<file path="src/ctrfd_pkg.sv">
`timescale 1ns / 1ps

package ctrfd_pkg;

    // Input opcodes.
    localparam logic OP_BYTE = 1'b0;
    localparam logic OP_EOL  = 1'b1;

    // Result kinds.
    localparam logic [1:0] KIND_DATA = 2'd0;
    localparam logic [1:0] KIND_END  = 2'd1;
    localparam logic [1:0] KIND_NULL = 2'd2;

    // Characters of the COPY text format.
    localparam logic [7:0] CH_TAB   = 8'h09;
    localparam logic [7:0] CH_LF    = 8'h0A;
    localparam logic [7:0] CH_CR    = 8'h0D;
    localparam logic [7:0] CH_UP_N  = 8'h4E;
    localparam logic [7:0] CH_BSL   = 8'h5C;
    localparam logic [7:0] CH_LO_N  = 8'h6E;
    localparam logic [7:0] CH_LO_R  = 8'h72;
    localparam logic [7:0] CH_LO_T  = 8'h74;

    typedef enum logic [1:0] {
        PH_NONE = 2'd0,
        PH_PEND = 2'd1,
        PH_HELD = 2'd2
    } phase_t;

    typedef struct packed {
        logic [5:0] field_index;
        phase_t     phase;
        logic       field_has_bytes;
        logic       line_has_bytes;
        logic       discarding;
        logic       padding;
    } ctrfd_state_t;

    typedef struct packed {
        logic [1:0] kind;
        logic [7:0] data;
        logic       last;
    } ctrfd_res_t;

endpackage

</file>
<file path="src/copy_text_row_field_decoder.sv">
`timescale 1ns / 1ps
// Accepted items are registered; results go to a separate output register.
// Throughput: one item per cycle while it gives at most one result and the
// single result register is free; an item with two results, or an end of line
// with up to one plus the column count of results, is held until each is loaded.
// Reset: asynchronous, active low; clears row state and sets column_count to 1.
module copy_text_row_field_decoder
#(
    parameter int MAX_COLUMNS = 60
)
(
    input  logic       clk,
    input  logic       rst_n,
    input  logic       cfg_valid,
    output logic       cfg_ready,
    input  logic [5:0] cfg_data,
    input  logic       byte_valid,
    output logic       byte_stall,
    input  logic       opcode,
    input  logic [7:0] data_byte,
    output logic       res_valid,
    input  logic       res_stall,
    output logic [1:0] kind,
    output logic [7:0] out_byte,
    output logic       last_column
);
    import ctrfd_pkg::*;

    localparam logic [5:0] MaxCols = 6'(MAX_COLUMNS);

    logic [5:0]   column_count_reg;
    logic [5:0]   eff_count;
    logic         item_valid_reg;
    logic         item_op_reg;
    logic [7:0]   item_byte_reg;
    ctrfd_state_t state_reg;
    ctrfd_state_t state_next;
    ctrfd_res_t   step_res;
    logic         step_emit;
    logic         step_done;
    logic         out_free;
    logic         proceed;

    assign cfg_ready = 1'b1;

    always_comb
    begin
        if (column_count_reg == 6'd0)
            eff_count = 6'd1;
        else if (column_count_reg > MaxCols)
            eff_count = MaxCols;
        else
            eff_count = column_count_reg;
    end

    ctrfd_step u_step
    (
        .st        (state_reg),
        .opcode    (item_op_reg),
        .data_byte (item_byte_reg),
        .num_cols  (eff_count),
        .nxt       (state_next),
        .emit      (step_emit),
        .res       (step_res),
        .done      (step_done)
    );

    assign proceed    = item_valid_reg && (!step_emit || out_free);
    assign byte_stall = item_valid_reg && !(proceed && step_done);

    ctrfd_out_reg u_out
    (
        .clk         (clk),
        .rst_n       (rst_n),
        .load        (proceed && step_emit),
        .res         (step_res),
        .res_stall   (res_stall),
        .free        (out_free),
        .res_valid   (res_valid),
        .kind        (kind),
        .out_byte    (out_byte),
        .last_column (last_column)
    );

    always_ff @(posedge clk or negedge rst_n)
    begin
        if (!rst_n)
        begin
            column_count_reg <= 6'd1;
            item_valid_reg   <= 1'b0;
            state_reg        <= '{field_index: 6'd0, phase: PH_NONE, field_has_bytes: 1'b0,
                                  line_has_bytes: 1'b0, discarding: 1'b0, padding: 1'b0};
        end
        else
        begin
            if (cfg_valid && cfg_ready)
                column_count_reg <= cfg_data;
            if (byte_valid && !byte_stall)
                item_valid_reg <= 1'b1;
            else if (proceed && step_done)
                item_valid_reg <= 1'b0;
            if (proceed)
                state_reg <= state_next;
        end
    end

    always_ff @(posedge clk)
    begin
        if (byte_valid && !byte_stall)
        begin
            item_op_reg   <= opcode;
            item_byte_reg <= data_byte;
        end
    end

endmodule

</file>
<file path="src/ctrfd_step.sv">
`timescale 1ns / 1ps

module ctrfd_step
(
    input  ctrfd_pkg::ctrfd_state_t st,
    input  logic                    opcode,
    input  logic [7:0]              data_byte,
    input  logic [5:0]              num_cols,
    output ctrfd_pkg::ctrfd_state_t nxt,
    output logic                    emit,
    output ctrfd_pkg::ctrfd_res_t   res,
    output logic                    done
);
    import ctrfd_pkg::*;

    logic       last_fi;
    logic [5:0] fi_inc;

    assign last_fi = ({1'b0, st.field_index} + 7'd1) >= {1'b0, num_cols};
    assign fi_inc  = st.field_index + 6'd1;

    // One step emits at most one result. An item that needs two results takes
    // a second step on the same item, starting from the state the first left.
    always_comb
    begin
        nxt  = st;
        emit = 1'b0;
        res  = '{kind: KIND_DATA, data: 8'h00, last: 1'b0};
        done = 1'b1;
        if (opcode == OP_BYTE)
        begin
            nxt.line_has_bytes = 1'b1;
            if (!st.discarding)
            begin
                case (st.phase)
                    PH_HELD:
                    begin
                        if (data_byte == CH_TAB)
                        begin
                            emit                = 1'b1;
                            res                 = '{kind: KIND_NULL, data: 8'h00, last: last_fi};
                            nxt.field_index     = fi_inc;
                            nxt.discarding      = last_fi;
                            nxt.phase           = PH_NONE;
                            nxt.field_has_bytes = 1'b0;
                        end
                        else
                        begin
                            emit                = 1'b1;
                            res.data            = CH_UP_N;
                            nxt.phase           = PH_NONE;
                            nxt.field_has_bytes = 1'b1;
                            done                = 1'b0;
                        end
                    end
                    PH_PEND:
                    begin
                        if (data_byte == CH_TAB)
                        begin
                            // The lone backslash goes out first, then the tab
                            // is handled on the next step as a plain tab.
                            emit                = 1'b1;
                            res.data            = CH_BSL;
                            nxt.phase           = PH_NONE;
                            nxt.field_has_bytes = 1'b1;
                            done                = 1'b0;
                        end
                        else if (data_byte == CH_UP_N && !st.field_has_bytes)
                        begin
                            nxt.phase = PH_HELD;
                        end
                        else
                        begin
                            emit                = 1'b1;
                            nxt.phase           = PH_NONE;
                            nxt.field_has_bytes = 1'b1;
                            if (data_byte == CH_LO_N)
                                res.data = CH_LF;
                            else if (data_byte == CH_LO_R)
                                res.data = CH_CR;
                            else if (data_byte == CH_LO_T)
                                res.data = CH_TAB;
                            else
                                res.data = data_byte;
                        end
                    end
                    default:
                    begin
                        if (data_byte == CH_TAB)
                        begin
                            emit                = 1'b1;
                            res                 = '{kind: KIND_END, data: 8'h00, last: last_fi};
                            nxt.field_index     = fi_inc;
                            nxt.discarding      = last_fi;
                            nxt.phase           = PH_NONE;
                            nxt.field_has_bytes = 1'b0;
                        end
                        else if (data_byte == CH_BSL)
                        begin
                            nxt.phase = PH_PEND;
                        end
                        else
                        begin
                            emit                = 1'b1;
                            res.data            = data_byte;
                            nxt.field_has_bytes = 1'b1;
                        end
                    end
                endcase
            end
        end
        else
        begin
            if (st.padding)
            begin
                emit            = 1'b1;
                res             = '{kind: KIND_NULL, data: 8'h00, last: last_fi};
                nxt.field_index = fi_inc;
                done            = last_fi;
            end
            else if (st.line_has_bytes && !st.discarding)
            begin
                if (st.phase == PH_PEND)
                begin
                    emit                = 1'b1;
                    res.data            = CH_BSL;
                    nxt.phase           = PH_NONE;
                    nxt.field_has_bytes = 1'b1;
                    done                = 1'b0;
                end
                else
                begin
                    emit                = 1'b1;
                    res.kind            = (st.phase == PH_HELD) ? KIND_NULL : KIND_END;
                    res.last            = last_fi;
                    nxt.field_index     = fi_inc;
                    nxt.phase           = PH_NONE;
                    nxt.field_has_bytes = 1'b0;
                    nxt.padding         = 1'b1;
                    done                = last_fi;
                end
            end
            // The end of a line clears all row state once its results are out.
            if (done)
                nxt = '{field_index: 6'd0, phase: PH_NONE, field_has_bytes: 1'b0,
                        line_has_bytes: 1'b0, discarding: 1'b0, padding: 1'b0};
        end
    end

endmodule

</file>
<file path="src/ctrfd_out_reg.sv">
`timescale 1ns / 1ps

module ctrfd_out_reg
(
    input  logic                  clk,
    input  logic                  rst_n,
    input  logic                  load,
    input  ctrfd_pkg::ctrfd_res_t res,
    input  logic                  res_stall,
    output logic                  free,
    output logic                  res_valid,
    output logic [1:0]            kind,
    output logic [7:0]            out_byte,
    output logic                  last_column
);
    import ctrfd_pkg::*;

    logic       valid_reg;
    ctrfd_res_t res_reg;

    assign free        = !valid_reg || !res_stall;
    assign res_valid   = valid_reg;
    assign kind        = res_reg.kind;
    assign out_byte    = res_reg.data;
    assign last_column = res_reg.last;

    always_ff @(posedge clk or negedge rst_n)
    begin
        if (!rst_n)
            valid_reg <= 1'b0;
        else if (load)
            valid_reg <= 1'b1;
        else if (!res_stall)
            valid_reg <= 1'b0;
    end

    always_ff @(posedge clk)
    begin
        if (load)
            res_reg <= res;
    end

endmodule
</file>
<file path="config.mk">
export PLATFORM = sky130hd
export DESIGN_NAME = copy_text_row_field_decoder
export DESIGN_NICKNAME = d
export VERILOG_FILES = /design/src/ctrfd_pkg.sv /design/src/copy_text_row_field_decoder.sv /design/src/ctrfd_step.sv /design/src/ctrfd_out_reg.sv
export SDC_FILE = /design/constraint.sdc
export NUM_CORES = 1
export LEC_CHECK = 0
export ABC_CLOCK_PERIOD_IN_PS = 6700
export BUFFER_PORTS_ARGS = -buffer_cell sky130_fd_sc_hd__buf_2
export CAP_MARGIN = 20
export CORE_UTILIZATION = 45
export CTS_CLUSTER_SIZE = 20
export DETAILED_ROUTE_END_ITERATION = 8
export PLACE_DENSITY_LB_ADDON = 0.12
export SLEW_MARGIN = 20
export SYNTH_ARGS = -nofsm -noshare
export SYNTH_HDL_FRONTEND = slang
export SYNTH_HIERARCHICAL = 1
export SYNTH_SLANG_ARGS = --single-unit
</file>
<file path="constraint.sdc">
create_clock -name clk -period 6.7 [get_ports clk]
set_input_delay 1.34 -clock clk [delete_from_list [all_inputs] [get_ports clk]]
set_output_delay 1.34 -clock clk [all_outputs]
set_load 0.02 [all_outputs]
</file>
======== Yosys cells after proc, flatten, opt, wreduce, memory -nomap -nowiden ========
Index checks and enable logic that the tools add are counted.
cells by class
  add/subtract/negate cells ............... 2
  reduce and logical (&&, ||, !) cells .... 25
  $lt $le $gt $ge ......................... 2
  mux-type cells .......................... 67
  equal/unequal tests ..................... 18
operators by type and width
  kind                 count
  $mux 8               7
  $mux 11              5
  $eq 8x7->1 const B   5
  $mux 6               6
  $mux 1               31
  $mux 9               2
  $pmux 8 s2           1
  $mux 7               2
  $mux 12              1
  $reduce_and 6->1     2
  $mux 2               5
  $mux 3               3
  $eq 8x4->1 const B   1
  $add 6x1->7 const B  1
  $ge 7x6->1           1
  $logic_and 1x1->1    7
  $logic_not 1->1      7
  $add 6x1->6 const B  1
  $gt 6x6->1 const B   1
  $logic_not 6->1      1
  $pmux 3 s2           1
  $ne 5x4->1 const B   1
  $reduce_and 5->1     1
  $reduce_bool 5->1    1
  14 further kinds     20
storage, ports and cells
  bits in registers ....................... 40
  bits of input ports ..................... 20

======== Logic depth before layout (Yosys ltp) ========
Gate-level depths: netlist (run 1).
  depth in word-level cells ............... 16
  mapped depth ............................ 12
  depth with buffers taken out ............ 12

======== By module ========
Netlist (run 1), hierarchy kept.
modules (own cells, without submodules)
  module                       area each (sq um)  cells each  times used
  ctrfd_step                   1151.1             182         1
  copy_text_row_field_decoder  1132.3             66          1
  ctrfd_out_reg                366.6              14          1

======== Worst setup path after synthesis (run 1) ========
Ideal clock, no wire load.
  path kind ............................... reg2out
  from .................................... register state_reg[6] in the netlist's numbering
  to ...................................... output port byte_stall
  slack ................................... 2839 ps
  cell stages (with the launch flop) ...... 12
  data arrival time ....................... 2521 ps
  required time ........................... 5360 ps
  path through ............................ dfrtp_1 -> ha_1 -> nand3_1 -> xnor2_1 -> ha_1 -> a21o_1 -> a211o_1 -> o21ai_1 -> and2_1 -> a31oi_1 -> a21bo_2 -> inv_1
between the ends
  longest elaborated chain between the ends .. 10
RTL lines
  element                 RTL line                            text
  from (decl)             copy_text_row_field_decoder.sv:36   ctrfd_state_t state_reg;
  from (signal assigned)  copy_text_row_field_decoder.sv:91   state_reg <= '{field_index: 6'd0, phase: PH_NONE, field_has_bytes: 1'b0,
  from (signal assigned)  copy_text_row_field_decoder.sv:103  state_reg <= state_next;
  $add 6x1->7 *           ctrfd_step.sv:19                    assign last_fi = ({1'b0, st.field_index} + 7'd1) >= {1'b0, num_cols};
  $ge 7x6->1 *            ctrfd_step.sv:19
  $mux 1                  ctrfd_step.sv:123                   if (st.phase == PH_PEND)
  $mux 1                  ctrfd_step.sv:121                   else if (st.line_has_bytes && !st.discarding)
  $mux 1 *                ctrfd_step.sv:114                   if (st.padding)
  $mux 1 * (2 in a row)   ctrfd_step.sv:30                    if (opcode == OP_BYTE)
  named net step_done     copy_text_row_field_decoder.sv:40   logic step_done;
  $logic_and 1x1->1 *     copy_text_row_field_decoder.sv:69   assign byte_stall = item_valid_reg && !(proceed && step_done);
  $logic_not 1->1 *       copy_text_row_field_decoder.sv:69
  $logic_and 1x1->1 *     copy_text_row_field_decoder.sv:69
  to (decl)               copy_text_row_field_decoder.sv:18   output logic byte_stall,
Mark *: on every way through the listed nets, which the timed path passes. The rest lies on a longest branch. The select of a mux whose other input is x is not followed.

======== Worst setup path after layout (run 1) ========
Ends and elaborated chain as after synthesis.

==> impl_metrics.ini, run 1 <==
[global_routing]
grt_antenna_before_repair = 0
grt_max_degree = 23
grt_usage = 0.191
grt_pass1_wl_microns = 9110
grt_pass1_vias = 1859
grt-ovfl-total = 0

[synthesis]
synth_xor_area_frac = 0.0364
synth_top_family_by_area = simple AND/OR/NAND/NOR gates
ys_warn_count = 6
synthTopCellsByCount = 26 x nand2_1, 20 x edfxtp_1, 19 x dfrtp_1, 18 x nor2_1, 13 x inv_1
ys_ff_latch = 40
syn-instance-count = 262
syn_avg_cell_area_sq_um = 10.1
yosys.area_share.simple = 0.192
ys_seq_area_frac = 0.416
synth_edf_count = 20
yosysTopAreaCellShare = 0.227
synth_fp_nets = 292
yosysTopAreaCell = edfxtp_1
syn_area_sq_mm = 0.00265
yosys.area_share.adder = 0.0472
synth.mux.area_fraction = 0.102
ys_top_cells_by_area = edfxtp_1 23%, dfrtp_1 18%, mux2_4 5.7%
synth_most_common_cell = nand2_1
synth-compound-area-share = 0.149
synth.distinct_cells = 61
ys.flop_type = edfxtp_1
async_flop_share = 0.500

[timing]
finalCriticalPeriod_ns = 4.56
post-route-period-util = 0.681
finClkSkew_ns = 0.00747
slew-limit-headroom = 0.526
slew_viol_final = 0
tns_ns = 0
setup_viol = 0
rsz0062_at_grt = no
hold_viol_final = 0
fmax_ghz = 0.219
worst_pin_slew_ns = 0.711

[power]
leakage_nw = 1.30
power_density_mw_per_mm2 = 435
vdd_drop_max_mv = 0.261

[final_layout]
layout-drive-gt1-share = 0.262
regArea_sq_mm = 0.00110
fin_util = 0.521
multi_input_area_sq_mm = 0.00140
num-fill-cells = 533
num_antenna_cells = 0
nNetsFinal = 315
largest_reg_flops = 12
area_delta_synth_final_pct = 10.2

[setup_path]
critPathKind = reg -> out
path_delay_family = compound AO/OA/AOI/OAI gates
cp_slowest_cell = dfrtp_1
crit_buf_inv = 2
required_ns = 5.36
crit_fanout = 7
worst_setup_path_end_kind = output port
max_stage_delay_ns = 0.47
path_common_cell = ha_1
cp.arrival_ns = 3.22
worstPathCellList = ha_1 -> nand3_1 -> xnor2_1 -> ha_1 -> a21o_1 -> a211o_1 -> o21ai_1 -> and2_1 -> a31oi_1 -> a21bo_2 -> inv_1 -> buf_2
startpoint_type = register

[die]
core_area_sq_mm = 0.00561
die_y_microns = 78.7
pin_count = 34
start_util = 0.473
fp-row-count = 27
die_w_microns = 78.7
dieArea_sq_mm = 0.00620

[clock_tree]
ctsHoldBuffers = 0
ctsHtreeMaxLevel = 2
cts_tree = yes
cts_resized = 0
clkSlewWorstSetupHoldPaths_ns = 0.08
cts_buffers = 5
cts_buffer_depth = 2
insertion_delay_ns = 0.29
root_buffer = clkbuf_8
post-cts-setup-buffers = 0
clkSinkCount = 40

[detailed_routing]
vias = 2037
wl_met2_microns = 2240
via_per_inst = 5.69
firstDrtPassIters = 4
wl_met1_microns = 2710
ant_nets = 0
initialDrtViolationCount = 181
drt_wl_total_microns = 5400
dr.max_layer_used = met4
wl_per_cell_microns = 15.1
drc = 0
wl_met3_microns = 376

[outcome]
status = complete, no violations

[worst_hold_path]
hp-class = reg -> reg

[place]
dp_hpwl_microns = 3870
place.gp.congestion = 0.863
port-buffer-count = 32

[run]
max_cap_viol_count = 0
cell type report:
| class | instances | share of cell area |
|---|---|---|
| clock buffer | 5 | 0.0236 |
| clock inverter | 3 | 0.0158 |
| inverter | 13 | 0.0167 |
| multi-input combinational | 192 | 0.478 |
| sequential | 40 | 0.377 |
| tap | 72 | 0.0308 |
| timing repair buffer | 33 | 0.0574 |
power breakdown:
| group | switching (W) | internal [W] | total [W] |
|---|---|---|---|
| Clock | 0.0000881 | 0.000112 | 0.000200 |
| Combinational | 0.000345 | 0.000273 | 0.000618 |
| Sequential | 0.0000862 | 0.000368 | 0.000454 |
| Total | 0.000519 | 0.000753 | 0.00127 |
layout by cell type (no fill, tap or decap), types with 3 or more instances in the layout:
cell,count
o22ai_1,3
nor3_1,3
a21o_1,4
o21ai_0,8
clkbuf_8,5
o32ai_1,3
nor2b_1,3
nor2_1,18
and2_1,3
nand2b_1,3
a31o_2,4
xnor2_1,4
xor2_1,7
mux2i_1,3
nand2_1,26
a21oi_1,11
inv_1,13
nand3_1,11
nand4_1,4
mux2_2,8
a31oi_1,5
o221ai_1,3
mux2_4,10
edfxtp_1,20
and3_1,5
ha_1,10
dfrtp_1,19
buf_2,32
final timing paths:
path                                             to       startpoint  slack, ns  cells past startpoint
min in group asynchronous              state_reg[1]            rst_n       0.99                      1
worst min register to register      u_out/res_valid  u_out/res_valid       0.51                      1
worst max-delay path                     byte_stall     state_reg[6]       2.14                     12
worst min-delay path                u_out/res_valid  u_out/res_valid       0.51                      1
max in group asynchronous       column_count_reg[0]            rst_n       5.36                      1
worst max register to register     item_byte_reg[5]     state_reg[6]       3.41                     11
through the flow:
stage                     instance area [sq um]  power (W)  setup slack, ns  hold WS [ns]  std cells
after CTS                                  2920    0.00127             2.16         0.514        358
after detailed placement                   2810    0.00107             2.51         0.493        350
final                                      2920    0.00127             2.14         0.511        358
after global routing                       2920    0.00137             1.93         0.563        358
after floorplan                            2650   0.000940             2.84         0.479        262
after global placement                     2810    0.00106             2.57         0.481        350
metal layers:
metal,track usage,vias up
met2,0.266,85
li1,-,999
met5,0,-
met1,0.286,947
met4,0.0741,0
met3,0.0391,6
logic make-up (layout without fill, tap and decap cells):
kind of cell,Yosys count,in the layout
AND/OR/NAND/NOR,93,93
AO/OA/AOI/OAI,56,56
flip-flops,40,40
buffers and inverters,30,54
multiplexers,21,21
XOR/XNOR,11,11
adder cells (fa/ha/maj),10,10
other,1,1
No activity file was read; power rests on OpenSTA's default activity.
==> run 2: changes to the inputs <==
--- a/config.mk
+++ b/config.mk
@@ -5,7 +5,7 @@
 export SDC_FILE = /design/constraint.sdc
 export NUM_CORES = 1
 export LEC_CHECK = 0
-export ABC_CLOCK_PERIOD_IN_PS = 6700
+export ABC_CLOCK_PERIOD_IN_PS = 4280
 export BUFFER_PORTS_ARGS = -buffer_cell sky130_fd_sc_hd__buf_2
 export CAP_MARGIN = 20
 export CORE_UTILIZATION = 45
==> constraint.sdc (replaced) <==
create_clock -name clk -period 4.28 [get_ports clk]
set_input_delay 0.856 -clock clk [delete_from_list [all_inputs] [get_ports clk]]
set_output_delay 0.856 -clock clk [all_outputs]
set_load 0.02 [all_outputs]
==> impl_metrics.ini, run 2 (synthesized netlist as in run 1, its figures left out) <==
[detailed_routing]
firstDrtPassIters = 5
initialDrtViolationCount = 200
drc = 0
vias = 2025
drt_wl_total_microns = 5410
ant_nets = 0
wl_per_cell_microns = 15.1
via_per_inst = 5.66

[place]
port-buffer-count = 32
dp_hpwl_microns = 3880
place.gp.congestion = 0.877

[setup_path]
required_ns = 3.42
critPathKind = reg -> out
startpoint_type = register
cp.arrival_ns = 3.16
worst_setup_path_end_kind = output port
crit_fanout = 7

[die]
core_area_sq_mm = 0.00561
start_util = 0.473
die_y_microns = 78.7
dieArea_sq_mm = 0.00620
die_w_microns = 78.7
pin_count = 34
fp-row-count = 27

[final_layout]
final_cell_mix = 32 x buf_2, 26 x nand2_1, 20 x edfxtp_1
layout-drive-gt1-share = 0.259
num-fill-cells = 529
area_delta_synth_final_pct = 9.16
regArea_sq_mm = 0.00110
num_antenna_cells = 0
layout_commonest_cell = buf_2
nNetsFinal = 315
multi_input_area_sq_mm = 0.00140
largest_reg_flops = 12

[clock_tree]
clkSinkCount = 40
ctsHoldBuffers = 0
cts_buffers = 5
clkSlewWorstSetupHoldPaths_ns = 0.08
cts_resized = 0
post-cts-setup-buffers = 0
root_buffer = clkbuf_8
insertion_delay_ns = 0.29
cts_buffer_depth = 2
cts_tree = yes
ctsHtreeMaxLevel = 2

[power]
clockPowerShare = 0.129
p_switching_w = 0.000806
power_density_mw_per_mm2 = 664
power.share.sequential = 0.368
vdd_drop_max_mv = 0.391
pwr-share-comb = 0.503
p_int_w = 0.00112
leakage_nw = 1.29
swShare = 0.420

[outcome]
status = complete, no violations

[timing]
hold_viol_final = 0
rsz0062_at_grt = no
fmax_ghz = 0.249
worst_pin_slew_ns = 0.719
post-route-period-util = 0.939
timing.hold.ws_ns = 0.502
finalCriticalPeriod_ns = 4.02
slew-limit-headroom = 0.521
tns_ns = 0
finClkSkew_ns = 0.00293
slew_viol_final = 0
setup_viol = 0

[run]
max_cap_viol_count = 0

[global_routing]
grt_max_degree = 23
grt_antenna_before_repair = 0
grt_usage = 0.192
grt-ovfl-total = 0
grt_pass1_vias = 1839
grt_pass1_wl_microns = 9050

[worst_hold_path]
hp-class = reg -> reg
-- run 2: cell count changes in the layout (fill, tap and decap cells not counted), sizes merged --
cell	previous run	this run
bufinv	1	0
clkinvlp	1	0
clkinv	0	2
-- run 2: layout make-up --
cell class | instances | area share
clock inverter | 3 | 0.00606
timing repair buffer | 33 | 0.0580
clock buffer | 5 | 0.0238
tap | 72 | 0.0311
sequential | 40 | 0.381
inverter | 13 | 0.0169
multi-input combinational | 192 | 0.483
-- run 2: metrics by stage --
step	std cells	power [W]	util	instance area, sq um	setup slack [ns]
floorplan	262	0.00147	-	2650	0.903
global placement	350	0.00167	0.500	2810	0.645
detailed placement	350	0.00167	0.500	2810	0.602
CTS	358	0.00193	0.516	2890	0.260
global route	358	0.00208	0.516	2890	0.0365
finish	358	0.00192	0.516	2890	0.260
-- run 2: power groups by stage --
stage	combinational [W]	clock (W)	sequential [W]
after floorplan	0.000732	0	0.000739
after global placement	0.000953	0	0.000713
after detailed placement	0.000960	0	0.000714
after CTS	0.000964	0.000257	0.000707
after global routing	0.00107	0.000275	0.000730
final	0.000966	0.000247	0.000708
-- run 2: worst paths after layout --
kind	start	slack, ns	cells past startpoint	to
max in group asynchronous	rst_n	3.42	1	column_count_reg[0]
setup reg to reg	state_reg[6]	1.05	11	item_byte_reg[5]
hold / removal	u_out/res_valid	0.50	1	u_out/res_valid
min in group asynchronous	rst_n	0.51	1	state_reg[1]
hold reg to reg	u_out/res_valid	0.50	1	u_out/res_valid
setup / recovery	state_reg[6]	0.26	12	byte_stall
-- run 2: critical path, stage by stage (launching register included) --
cell	delay, ns
dfrtp_1	0.47
ha_1	0.29
nand3_1	0.15
xnor2_1	0.16
ha_1	0.31
a21o_1	0.20
a211o_1	0.32
o21ai_1	0.19
and2_1	0.28
a31oi_1	0.09
a21bo_2	0.22
inv_1	0.05
buf_2	0.15
-- run 2: routing by layer --
layer	vias to the layer above	GRT usage	wire, microns	share of wire
met5	-	0	0	0
met4	0	0.0667	86	0.016
met3	7	0.0391	276	0.051
met2	71	0.278	2350	0.43
met1	947	0.281	2690	0.50
li1	1000	-	-	-
==> run 3: changes to the inputs <==
--- a/config.mk
+++ b/config.mk
@@ -12,7 +12,8 @@
 export CTS_CLUSTER_SIZE = 20
 export DETAILED_ROUTE_END_ITERATION = 8
 export PLACE_DENSITY_LB_ADDON = 0.12
-export SLEW_MARGIN = 20
+export REMOVE_ABC_BUFFERS = 1
+export SLEW_MARGIN = 25
 export SYNTH_ARGS = -nofsm -noshare
 export SYNTH_HDL_FRONTEND = slang
 export SYNTH_HIERARCHICAL = 1
==> constraint.sdc (replaced) <==
create_clock -name clk -period 4.28 [get_ports clk]
set_input_delay 0.856 -clock clk [delete_from_list [all_inputs] [get_ports clk]]
set_output_delay 0.856 -clock clk [all_outputs]
set_load 0.1 [all_outputs]
==> impl_metrics.ini, run 3 (synthesized netlist as in run 1, its figures left out) <==
[outcome]
status = complete, no violations

[power]
pwr-share-comb = 0.592
clockPowerShare = 0.107
power_density_mw_per_mm2 = 811
p_switching_w = 0.00122
vdd_drop_max_mv = 0.621
leakage_nw = 1.29
p_int_w = 0.00114
power.share.sequential = 0.302
swShare = 0.518

[global_routing]
grt_util_met1 = 0.303
grt-ovfl-total = 0
grt_util_met2 = 0.263
grt_antenna_before_repair = 0
grt_pass1_wl_microns = 9110
grt_pass1_vias = 1805
grt_usage = 0.191
busiest_layer = met1
grt.met3_usage = 0.0345
grt_max_degree = 23

[timing]
finClkSkew_ns = 0.00503
fmax_ghz = 0.251
rsz0062_at_grt = no
setup_viol = 0
slew-limit-headroom = 0.527
setup_ws_ns = 0.288
tns_ns = 0
finalCriticalPeriod_ns = 3.99
post-route-period-util = 0.933
worst_pin_slew_ns = 0.710
slew_viol_final = 0
hold_viol_final = 0

[run]
max_cap_viol_count = 0

[setup_path]
startpoint_type = register
crit_fanout = 6
required_ns = 3.42
crit_buf_inv = 2
reg2reg_slack_ns = 1.21
worstPathCellList = ha_2 -> nand3_1 -> xnor2_1 -> ha_1 -> a21o_1 -> a211o_1 -> o21ai_1 -> and2_1 -> a31oi_1 -> a21bo_2 -> inv_1 -> buf_4
cp_slowest_cell = dfrtp_1
max_stage_delay_ns = 0.43
path_delay_family = compound AO/OA/AOI/OAI gates
cp.arrival_ns = 3.14
critPathKind = reg -> out
worst_setup_path_end_kind = output port

[clock_tree]
root_buffer = clkbuf_8
clkSlewWorstSetupHoldPaths_ns = 0.08
cts_tree = yes
clkSinkCount = 40
cts_buffer_depth = 2
ctsHtreeMaxLevel = 2
insertion_delay_ns = 0.29
cts_buffers = 5
ctsHoldBuffers = 0
cts_resized = 0
post-cts-setup-buffers = 0

[die]
start_util = 0.473
fp-row-count = 27
die_w_microns = 78.7
pin_count = 34
core_area_sq_mm = 0.00561
dieArea_sq_mm = 0.00620
die_y_microns = 78.7

[place]
dp_slack_ns = 0.393
port-buffer-count = 32
place.gp.congestion = 0.864
dp_hpwl_microns = 3860

[detailed_routing]
drt_wl_total_microns = 5370
initialDrtViolationCount = 237
ant_nets = 0
firstDrtPassIters = 4
drc = 0
vias = 2024
via_per_inst = 5.64
wl_per_cell_microns = 15.0

[worst_hold_path]
hp-class = in -> async

[final_layout]
nNetsFinal = 316
multi_input_area_sq_mm = 0.00140
regArea_sq_mm = 0.00110
num_antenna_cells = 0
final_cell_mix = 31 x buf_2, 26 x nand2_1, 20 x edfxtp_1
area_delta_synth_final_pct = 9.63
largest_reg_flops = 12
num-fill-cells = 533
layout-drive-gt1-share = 0.268
layout_commonest_cell = buf_2
-- run 3: cell types whose count changed in the layout (fill, tap and decap cells not counted), sizes merged --
cell / previous run / this run
clkbuf: 5 / 6
clkinvlp: 0 / 1
inv: 14 / 13
buf: 33 / 34
clkinv: 2 / 1
-- run 3: path summary, 6_finish.rpt --
kind / endpoint / cells after the start / start
max: byte_stall / 12 / state_reg[7]
min reg2reg: u_out/res_valid / 1 / u_out/res_valid
max in group asynchronous: column_count_reg[0] / 1 / rst_n
max reg2reg: item_byte_reg[6] / 11 / state_reg[7]
min in group clk: u_out/res_valid / 1 / u_out/res_valid
min: state_reg[8] / 1 / rst_n
-- run 3: area by class of cell --
cell class	instances	area share
clock buffer	6	0.0250
clock inverter	2	0.00431
inverter	13	0.0168
multi-input combinational	192	0.482
sequential	40	0.380
tap	72	0.0310
timing repair buffer	34	0.0612
-- run 3: power groups by stage --
stage / combinational, W / sequential (W) / clock [W]
after floorplan: 0.000723 / 0.00112 / 0
after global placement: 0.00137 / 0.000711 / 0
after detailed placement: 0.00138 / 0.000716 / 0
after CTS: 0.00139 / 0.000709 / 0.000256
after global routing: 0.00150 / 0.000734 / 0.000275
final: 0.00139 / 0.000711 / 0.000251
-- run 3: routing by layer --
metal  share of wire  routed length, microns  up-vias
met5               0                       0        -
met4          0.0074                      40        0
met3           0.056                     303        5
met2            0.42                    2250       85
met1            0.52                    2780      934
li1                -                       -     1000
-- run 3: worst reg2reg max path, cell delays in order (launching register included) --
cell     delay [ns]
dfrtp_1        0.43
ha_2           0.27
nand3_1        0.13
xnor2_1        0.16
ha_1           0.32
a21o_1         0.20
a211o_1        0.32
o21ai_1        0.22
and2_1         0.19
a31oi_1        0.06
a21bo_2        0.22
and2_1         0.27
-- run 3: per-stage QoR --
| stage | util | hold WS, ns | total power, W | cells | area (sq um) |
|---|---|---|---|---|---|
| 2_1_floorplan | - | 0.495 | 0.00184 | 245 | 2550 |
| 3_3_place_gp | 0.502 | 0.482 | 0.00208 | 351 | 2810 |
| 3_5_place_dp | 0.502 | 0.506 | 0.00210 | 351 | 2810 |
| 4_1_cts | 0.517 | 0.519 | 0.00235 | 359 | 2900 |
| 5_1_grt | 0.518 | 0.528 | 0.00251 | 359 | 2910 |
| 6_report | 0.518 | 0.497 | 0.00236 | 359 | 2910 |
